File: src/hdl/xrg_pkg.sv
// Shared types, constants and helper functions for the xorshift64 range generator.
package xrg_pkg;

    localparam int XRG_DATA_W   = 64;
    localparam int XRG_RANGE_W  = 32;
    localparam int XRG_SPAN_W   = XRG_RANGE_W + 1;
    localparam int XRG_MAX_TRIES = 100;

    localparam int XRG_SHL_A = 13;
    localparam int XRG_SHR_B = 7;
    localparam int XRG_SHL_C = 17;

    localparam logic [XRG_DATA_W-1:0] XRG_ZERO_SUB   = 64'h0000_C0FF_EEC0_FFEE;
    localparam logic [XRG_DATA_W-1:0] XRG_SEED_RESET = 64'h0000_C0FF_EEC0_FFEE;

    typedef enum logic [1:0] {
        KIND_RAW  = 2'd0,
        KIND_MOD  = 2'd1,
        KIND_REJ  = 2'd2,
        KIND_SEED = 2'd3
    } t_kind;

    typedef struct packed {
        logic busy;
        logic done;
    } t_div_stat;

    function automatic logic [XRG_DATA_W-1:0] xrg_seed_value(input logic [XRG_DATA_W-1:0] s);
        xrg_seed_value = (s == '0) ? XRG_ZERO_SUB : s;
    endfunction

    function automatic logic [XRG_DATA_W-1:0] xrg_xs_step(input logic [XRG_DATA_W-1:0] s);
        logic [XRG_DATA_W-1:0] a;
        logic [XRG_DATA_W-1:0] b;
        a = s ^ (s << XRG_SHL_A);
        b = a ^ (a >> XRG_SHR_B);
        xrg_xs_step = b ^ (b << XRG_SHL_C);
    endfunction

endpackage

File: src/hdl/xrg_serdiv.sv
// Bit-serial restoring divider: remainder of a wide dividend by a narrow divisor.
module xrg_serdiv
    import xrg_pkg::*;
#(
    parameter int DVD_W = XRG_DATA_W,
    parameter int DVS_W = XRG_SPAN_W
) (
    input  logic             i_clk,
    input  logic             i_rst_n,
    input  logic             i_start,
    input  logic [DVD_W-1:0] i_dividend,
    input  logic [DVS_W-1:0] i_divisor,
    output logic [DVS_W-2:0] o_rem,
    output t_div_stat        o_stat
);

    localparam int CNT_W = $clog2(DVD_W);
    localparam int REM_W = DVS_W - 1;

    logic             r_busy;
    logic             r_done;
    logic [CNT_W-1:0] r_cnt;
    logic [DVD_W-1:0] r_dvd;
    logic [DVS_W-1:0] r_dvs;
    logic [REM_W-1:0] r_rem;

    logic [DVS_W-1:0] w_trial;
    logic [DVS_W-1:0] w_diff;
    logic [REM_W-1:0] n_rem;

    // one quotient bit per cycle; divisor is at most 2^REM_W so rem fits REM_W bits
    always_comb begin
        w_trial = {r_rem, r_dvd[DVD_W-1]};
        w_diff  = w_trial - r_dvs;
        n_rem   = (w_trial >= r_dvs) ? w_diff[REM_W-1:0] : w_trial[REM_W-1:0];
    end

    always_ff @(posedge i_clk) begin
        if (!i_rst_n) begin
            r_busy <= 1'b0;
            r_done <= 1'b0;
            r_cnt  <= '0;
        end else begin
            r_done <= 1'b0;
            if (i_start) begin
                r_busy <= 1'b1;
                r_cnt  <= '0;
            end else if (r_busy) begin
                r_cnt <= r_cnt + 1'b1;
                if (r_cnt == CNT_W'(DVD_W - 1)) begin
                    r_busy <= 1'b0;
                    r_done <= 1'b1;
                end
            end
        end
    end

    always_ff @(posedge i_clk) begin
        if (i_start) begin
            r_dvd <= i_dividend;
            r_dvs <= i_divisor;
            r_rem <= '0;
        end else if (r_busy) begin
            r_dvd <= r_dvd << 1;
            r_rem <= n_rem;
        end
    end

    assign o_rem       = r_rem;
    assign o_stat.busy = r_busy;
    assign o_stat.done = r_done;

endmodule

File: src/hdl/xorshift64_range_generator_core.sv
// Top level of the xorshift64 range generator: request sequencer, state and output register.
//
// Usage
//   Input channel (i_in_valid / o_in_stall) carries one request: i_kind, i_range_low,
//   i_range_high. A transfer happens on a clock edge with valid high and stall low.
//   Output channel (o_out_valid / i_out_stall) carries one result per request:
//   range value, raw value (state - 1), current state and the gave-up flag.
//   i_seed_we / i_seed_data write the start seed; write only while the block is idle.
// Steps, request transfer to result valid
//   kind 0, kind 3, or range_low >= range_high : no remainder pass
//   kind 1 : one pass through the 64-step bit-serial remainder unit
//   kind 2 : up to MAX_TRIES draws and
//            two passes through the same serial remainder unit (bound, then modulo)
// Throughput: one request in flight; the next transfer is taken once the sequencer
//   is back in idle, even while the previous result still waits in the output register.
// Reset: synchronous, active low. Start seed and generator state go to 0xC0FFEEC0FFEE,
//   output register empties, sequencer idles.
// Receiver stall: the result holds in the output register; the sequencer waits for it
//   to free up before it loads the next result.
module xorshift64_range_generator_core
    import xrg_pkg::*;
#(
    parameter int MAX_TRIES = XRG_MAX_TRIES
) (
    input  logic                          i_clk,
    input  logic                          i_rst_n,
    // config
    input  logic                          i_seed_we,
    input  logic [XRG_DATA_W-1:0]         i_seed_data,
    // request channel
    input  logic                          i_in_valid,
    output logic                          o_in_stall,
    input  logic [1:0]                    i_kind,
    input  logic signed [XRG_RANGE_W-1:0] i_range_low,
    input  logic signed [XRG_RANGE_W-1:0] i_range_high,
    // result channel
    output logic                          o_out_valid,
    input  logic                          i_out_stall,
    output logic signed [XRG_RANGE_W-1:0] o_range_value,
    output logic [XRG_DATA_W-1:0]         o_raw_value,
    output logic [XRG_DATA_W-1:0]         o_current_state,
    output logic                          o_gave_up
);

    localparam int TRY_W = $clog2(MAX_TRIES + 1);

    typedef enum logic [6:0] {
        S_IDLE  = 7'b0000001,
        S_START = 7'b0000010,
        S_BOUND = 7'b0000100,
        S_DRAW  = 7'b0001000,
        S_TEST  = 7'b0010000,
        S_MOD   = 7'b0100000,
        S_OUT   = 7'b1000000
    } t_fsm;

    t_fsm                          r_fsm;
    logic [XRG_DATA_W-1:0]         r_seed;
    logic [XRG_DATA_W-1:0]         r_state;
    logic [TRY_W-1:0]              r_tries;

    // latched request and work registers (no reset needed)
    t_kind                         r_kind;
    logic signed [XRG_RANGE_W-1:0] r_lo;
    logic signed [XRG_RANGE_W-1:0] r_hi;
    logic [XRG_DATA_W-1:0]         r_bound;
    logic [XRG_RANGE_W-1:0]        r_range;
    logic                          r_gave;

    // output register
    logic                          r_out_valid;
    logic signed [XRG_RANGE_W-1:0] r_out_range;
    logic [XRG_DATA_W-1:0]         r_out_raw;
    logic [XRG_DATA_W-1:0]         r_out_state;
    logic                          r_out_gave;

    logic                          w_in_xfer;
    logic                          w_out_xfer;
    logic                          w_out_free;
    logic                          w_load;
    logic                          w_empty;
    logic [XRG_SPAN_W-1:0]         w_diff;
    logic [XRG_SPAN_W-1:0]         w_n;
    logic [XRG_DATA_W-1:0]         w_draw;
    logic                          w_fits;
    logic                          w_div_start;
    logic [XRG_DATA_W-1:0]         w_div_dvd;
    logic [XRG_SPAN_W-2:0]         w_rem;
    t_div_stat                     w_div_stat;

    assign o_in_stall = (r_fsm != S_IDLE);
    assign w_in_xfer  = i_in_valid && !o_in_stall;
    assign w_out_xfer = r_out_valid && !i_out_stall;
    assign w_out_free = !r_out_valid || !i_out_stall;
    assign w_load     = (r_fsm == S_OUT) && w_out_free;

    // span n = hi - lo + 1, at most 2^32 when hi > lo
    always_comb begin
        w_empty = (r_lo >= r_hi);
        w_diff  = {r_hi[XRG_RANGE_W-1], r_hi} - {r_lo[XRG_RANGE_W-1], r_lo};
        w_n     = w_diff + 1'b1;
        w_draw  = r_state - 1'b1;
        w_fits  = (r_kind == KIND_MOD) || (w_draw <= r_bound);
    end

    // bound pass divides all-ones by n; modulo pass divides the accepted or, on give-up, the last draw
    always_comb begin
        w_div_start = 1'b0;
        w_div_dvd   = w_draw;
        case (r_fsm)
            S_START: begin
                if (r_kind == KIND_REJ && !w_empty) begin
                    w_div_start = 1'b1;
                    w_div_dvd   = '1;
                end
            end
            S_TEST: begin
                if (w_fits || r_tries == TRY_W'(MAX_TRIES)) begin
                    w_div_start = 1'b1;
                end
            end
            default: begin
                w_div_start = 1'b0;
            end
        endcase
    end

    xrg_serdiv #(
        .DVD_W (XRG_DATA_W),
        .DVS_W (XRG_SPAN_W)
    ) u_div (
        .i_clk      (i_clk),
        .i_rst_n    (i_rst_n),
        .i_start    (w_div_start),
        .i_dividend (w_div_dvd),
        .i_divisor  (w_n),
        .o_rem      (w_rem),
        .o_stat     (w_div_stat)
    );

    // sequencer, seed and generator state
    always_ff @(posedge i_clk) begin
        if (!i_rst_n) begin
            r_fsm   <= S_IDLE;
            r_seed  <= XRG_SEED_RESET;
            r_state <= xrg_seed_value(XRG_SEED_RESET);
            r_tries <= '0;
        end else begin
            if (i_seed_we) begin
                r_seed <= i_seed_data;
            end
            case (r_fsm)
                S_IDLE: begin
                    if (w_in_xfer) begin
                        r_fsm <= S_START;
                    end
                end
                S_START: begin
                    r_tries <= '0;
                    case (r_kind)
                        KIND_RAW: begin
                            r_state <= xrg_xs_step(r_state);
                            r_fsm   <= S_OUT;
                        end
                        KIND_SEED: begin
                            r_state <= xrg_seed_value(r_seed);
                            r_fsm   <= S_OUT;
                        end
                        KIND_MOD: begin
                            if (w_empty) begin
                                r_fsm <= S_OUT;
                            end else begin
                                r_state <= xrg_xs_step(r_state);
                                r_fsm   <= S_TEST;
                            end
                        end
                        default: begin
                            r_fsm <= w_empty ? S_OUT : S_BOUND;
                        end
                    endcase
                end
                S_BOUND: begin
                    if (w_div_stat.done) begin
                        r_fsm <= S_DRAW;
                    end
                end
                S_DRAW: begin
                    r_state <= xrg_xs_step(r_state);
                    r_tries <= r_tries + 1'b1;
                    r_fsm   <= S_TEST;
                end
                S_TEST: begin
                    r_fsm <= w_div_start ? S_MOD : S_DRAW;
                end
                S_MOD: begin
                    if (w_div_stat.done) begin
                        r_fsm <= S_OUT;
                    end
                end
                S_OUT: begin
                    if (w_out_free) begin
                        r_fsm <= S_IDLE;
                    end
                end
                default: begin
                    r_fsm <= S_IDLE;
                end
            endcase
        end
    end

    // request latch and result work registers
    always_ff @(posedge i_clk) begin
        if (w_in_xfer) begin
            r_kind <= t_kind'(i_kind);
            r_lo   <= i_range_low;
            r_hi   <= i_range_high;
        end
        case (r_fsm)
            S_START: begin
                r_gave  <= 1'b0;
                r_range <= ((r_kind == KIND_MOD || r_kind == KIND_REJ) && w_empty) ?
                           r_lo : '0;
            end
            S_BOUND: begin
                // floor(max/n)*n - 1 = max - (max mod n) - 1
                if (w_div_stat.done) begin
                    r_bound <= ~XRG_DATA_W'(w_rem) - 1'b1;
                end
            end
            S_TEST: begin
                if (!w_fits && r_tries == TRY_W'(MAX_TRIES)) begin
                    r_gave <= 1'b1;
                end
            end
            S_MOD: begin
                if (w_div_stat.done) begin
                    r_range <= r_lo + w_rem[XRG_RANGE_W-1:0];
                end
            end
            default: begin
                r_gave <= r_gave;
            end
        endcase
    end

    // output register
    always_ff @(posedge i_clk) begin
        if (!i_rst_n) begin
            r_out_valid <= 1'b0;
        end else if (w_load) begin
            r_out_valid <= 1'b1;
        end else if (w_out_xfer) begin
            r_out_valid <= 1'b0;
        end
    end

    always_ff @(posedge i_clk) begin
        if (w_load) begin
            r_out_range <= r_range;
            r_out_raw   <= w_draw;
            r_out_state <= r_state;
            r_out_gave  <= r_gave;
        end
    end

    assign o_out_valid     = r_out_valid;
    assign o_range_value   = r_out_range;
    assign o_raw_value     = r_out_raw;
    assign o_current_state = r_out_state;
    assign o_gave_up       = r_out_gave;

`ifndef SYNTH
    a_div_start_idle: assert property (@(posedge i_clk) disable iff (!i_rst_n)
        w_div_start |-> !w_div_stat.busy)
        else $error("remainder unit started while busy");

    a_state_nonzero: assert property (@(posedge i_clk) disable iff (!i_rst_n)
        r_state != '0)
        else $error("generator state became zero");

    a_done_when_waiting: assert property (@(posedge i_clk) disable iff (!i_rst_n)
        w_div_stat.done |-> (r_fsm == S_BOUND || r_fsm == S_MOD))
        else $error("remainder finished outside a wait state");

    a_tries_limit: assert property (@(posedge i_clk) disable iff (!i_rst_n)
        r_tries <= TRY_W'(MAX_TRIES))
        else $error("redraw count beyond limit");
`endif

endmodule

File: config.mk
export PLATFORM = sky130hd
export DESIGN_NAME = xorshift64_range_generator_core
export DESIGN_NICKNAME = d
export VERILOG_FILES = /design/src/hdl/xrg_pkg.sv /design/src/hdl/xrg_serdiv.sv /design/src/hdl/xorshift64_range_generator_core.sv
export SDC_FILE = /design/constraint.sdc
export NUM_CORES = 1
export LEC_CHECK = 0
export BUFFER_PORTS_ARGS = -buffer_cell sky130_fd_sc_hd__clkbuf_2
export CORE_MARGIN = 10
export CORE_UTILIZATION = 50
export CTS_CLUSTER_SIZE = 28
export DETAILED_ROUTE_END_ITERATION = 6
export GPL_TIMING_DRIVEN = 0
export PLACE_DENSITY = 0.72
export REMOVE_ABC_BUFFERS = 1
export SYNTH_ARGS = -nofsm -noshare
export SYNTH_HDL_FRONTEND = slang
export SYNTH_HIERARCHICAL = 1
export SYNTH_SLANG_ARGS = --single-unit
File: constraint.sdc
create_clock -name i_clk -period 28.2 [get_ports i_clk]
set_clock_uncertainty 0.15 [all_clocks]
set_input_delay 2.82 -clock i_clk [delete_from_list [all_inputs] [get_ports i_clk]]
set_output_delay 2.82 -clock i_clk [all_outputs]
set_load 0.01 [all_outputs]
==> results.md <==
- Number of resized instances in the post-cts repair step: 0
- Worst max-slew margin expressed relative to the limit: 14.91%
- Chain of cells forming the critical path: nor4_1 > and4_1 > nand4b_1 > or3_1 > xnor2_1 > ha_1 > nand4_1 > nor4_1 > o311ai_0 > a21oi_1 > nand4_1 > nor4_1 > nand3_1 > nand2_1 > nand2_4 > buf_16 > or2_2 > buf_12
- CTS buffer count: 61
- Kind of cell adding the most delay to the critical path: simple AND/OR/NAND/NOR gates
- Root buffer cell: clkbuf_16
- Max frequency: 117.2 MHz
- Sum Neg Setup Slack: 0 ns
- Placeable core area: 0.06297 sq mm
- Clock latency on the worst-skew pair: 0.66 ns
- Starting utilization of the core area: between 50% and 60%
- Critical Path Most Common Cell: nor4_1
- Count of buffering cells on the critical path with inverters included: 2
- Data required time of the critical path: about 28 ns
- First-pass GRT wire length: around 130000 um
- Max stage delay on crit path: 0.76 ns
- Run status: finished, violations left
- Mean routed wirelength per cell: a little over 20 um
- Via density per instance: 5.673
- Count of routing violations after the opening detailed-route iteration: a little under 2000
- Register-to-Register Setup Slack: around 20 ns
- Total congestion overflow after global routing: 0
- Reg-to-Reg Start: r_state[3]
- Final WL: 84880 um
- Largest net degree at the start of global routing: 71
- Die Wd: 271.8 um
- Ratio of final minimum period to clock period: a little under a third
- CTS H-Tree Depth: 2
- Netlist area before placement: 0.03169 sq mm
- Total half-perimeter wirelength after legalization and detailed placement: between 60000 and 70000 um
- Type of origin of the critical path: flop
- Slowest cell on the critical path: nor4_1
- R2R cell count: 18
- Leakage power figure: 14.97 nW
- Violations in the final reports: DRC
- Synth Instances: about 3000
- Cts-stage hold buffer count: 0
- Final weighted congestion in routability-driven placement: ~0.96
- Remaining DRCs: 3
- WP data arrival: 8.77 ns
- Clk slew on worst S/H paths: 0.06 ns
- Initial antenna violation count: 1
- Global Route Usage Sum: 22.37%
- Max-cap violations: 0
- Filler Cell Count: 5259
- Final setup vio count: 0
- Total number of nets in the final design: roughly 3500
- Setup crit end kind: flop
- Router iterations before antenna repair: 7
- Number of global-route vias before repair: approximately 23000
- Via count: about 23000
- Max clock buf depth: 3
- Clock tree from TritonCTS: done
- Count of non-filler cells in the finished layout: 4100
- Layout-stage area growth over the synthesis result: 14.11%
- Fraction of layout instances using a drive strength above 1: between 10% and 20%
- Placement Rows: about 90
- Hold Path Stages: 0
- Area of all placed cells without fillers: between 0.03 and 0.04 sq mm
- Clk sinks: 573
- Count of antenna-violating nets left after detailed routing: 0
- Setup Buffers After CTS: 0
- Chip Height: 271.8 um
- Yosys warnings: 6
- Endpoint of the worst-slack reg-to-reg timing path: u_div/r_dvd[52]
- Worst setup slack after layout: 19.67 ns
- Worst hold slack: around 0.27 ns
- Hold Crit Endpoint: o_range_value[14]
- Inst Count DP: roughly 4000
- Worst Hold Class: flop to flop
- Setup slack after placement: 19.69 ns
- Worst setup path category: flop to flop
- Crit-path max FO: 70
- Origin of the worst setup path: r_state[3]
- Design Power: roughly 2.8 mW
- Total I/O pin count: 298
- Setup repair after global routing missed its margin: false
- Port Buffer Count: 297
- Final Max Slew Viols: 0
- Time the worst path needs with I/O delays and setup: 8.534 ns
- Die ar.: 0.07386 sq mm
- Tightest Pin Transition: ~1.3 ns
- Final number of hold-violating endpoints: 0
- Power density relative to cell area: slightly below 80 mW/mm^2
- Highest ir drop seen on vdd: 0.05818 mV
- Utilization after layout: about 57%
- Hold path startpoint: r_range[14]
- Placed cell area: roughly 0.034 sq mm
- Synthesized area per cell: 10.63 sq um
-- worst max path at each step --
| stage | slack [ns] | to | cells after the start |
|---|---|---|---|
| final | 19.67 | u_div/r_dvd[52] | 18 |
| after global routing | 19.26 | u_div/r_dvd[52] | 18 |
| after CTS | 19.70 | u_div/r_dvd[59] | 20 |
| after detailed placement | 19.69 | u_div/r_dvd[60] | 20 |
| after global placement | 13.09 | o_range_value[12] | 2 |
| after floorplan | 16.74 | o_current_state[0] | 1 |
-- layout by cell type, fill, tap and decap left out, types with 51 or more instances in the layout --
cell / instances
nand2_1: 177
xor2_1: 110
mux2i_1: 78
dfxtp_1: 182
inv_1: 187
o21ai_0: 65
edfxtp_1: 390
ha_1: 200
clkbuf_2: 295
clkbuf_16: 63
nand3_1: 51
a21oi_1: 174
xnor2_1: 229
nand2b_1: 66
a21o_1: 68
mux2_2: 65
nor2_1: 231
-- per-layer routing --
| layer | GRT usage, % | vias to the layer above | part of all wire, % |
|---|---|---|---|
| li1 | - | 11100 | - |
| met1 | 28.44 | 11160 | 42 |
| met2 | 38.49 | 831 | 48 |
| met3 | 3.350 | 168 | 6.2 |
| met4 | 7.383 | 2 | 3.3 |
| met5 | 0 | - | 0.015 |
-- sequential cells by signal, indices dropped and copies added (netlist names) --
| register | cells |
|---|---|
| o_out_valid | 1 |
| r_seed | 64 |
| r_bound | 33 |
| r_lo | 32 |
| u_div/r_done | 1 |
| r_state | 64 |
| u_div/r_busy | 1 |
| u_div/o_rem | 32 |
| r_hi | 32 |
| u_div/r_dvs | 33 |
| o_range_value | 32 |
| r_range | 32 |
| u_div/r_dvd | 64 |
| u_div/r_cnt | 6 |
| o_raw_value | 64 |
| r_fsm | 7 |
| o_current_state | 64 |
| o_gave_up | 1 |
| r_gave | 1 |
| r_kind | 2 |
| r_tries | 7 |
-- cell type report --
| class | instances | area [sq um] | area share [%] |
|---|---|---|---|
| inverters | 188 | 705.7 | 1.951 |
| flip-flops and latches | 573 | 15380 | 42.52 |
| clock buffers | 73 | 1614 | 4.463 |
| repair buffers | 318 | 1922 | 5.314 |
| well taps | 846 | 1059 | 2.927 |
| multi-input cells | 2058 | 14980 | 41.43 |
| clock inverters | 43 | 503.0 | 1.391 |
| diodes | 1 | 2.502 | 0.006919 |
-- worst reg2reg max path, delay by kind of cell, from the launching register on --
family	cells	cell delay [ns]
buf+inv	2	0.74
xor+xnor	1	0.41
flops	1	0.51
simple gates	12	5.26
fa+ha+maj	1	0.22
compound gates	2	0.95
-- report_power, final --
group,total (mW),switching [mW],internal [mW]
logic,0.896,0.508,0.389
clock network,0.838,0.352,0.486
registers,1.08,0.101,0.975
Power figures use the tool's default switching activity.
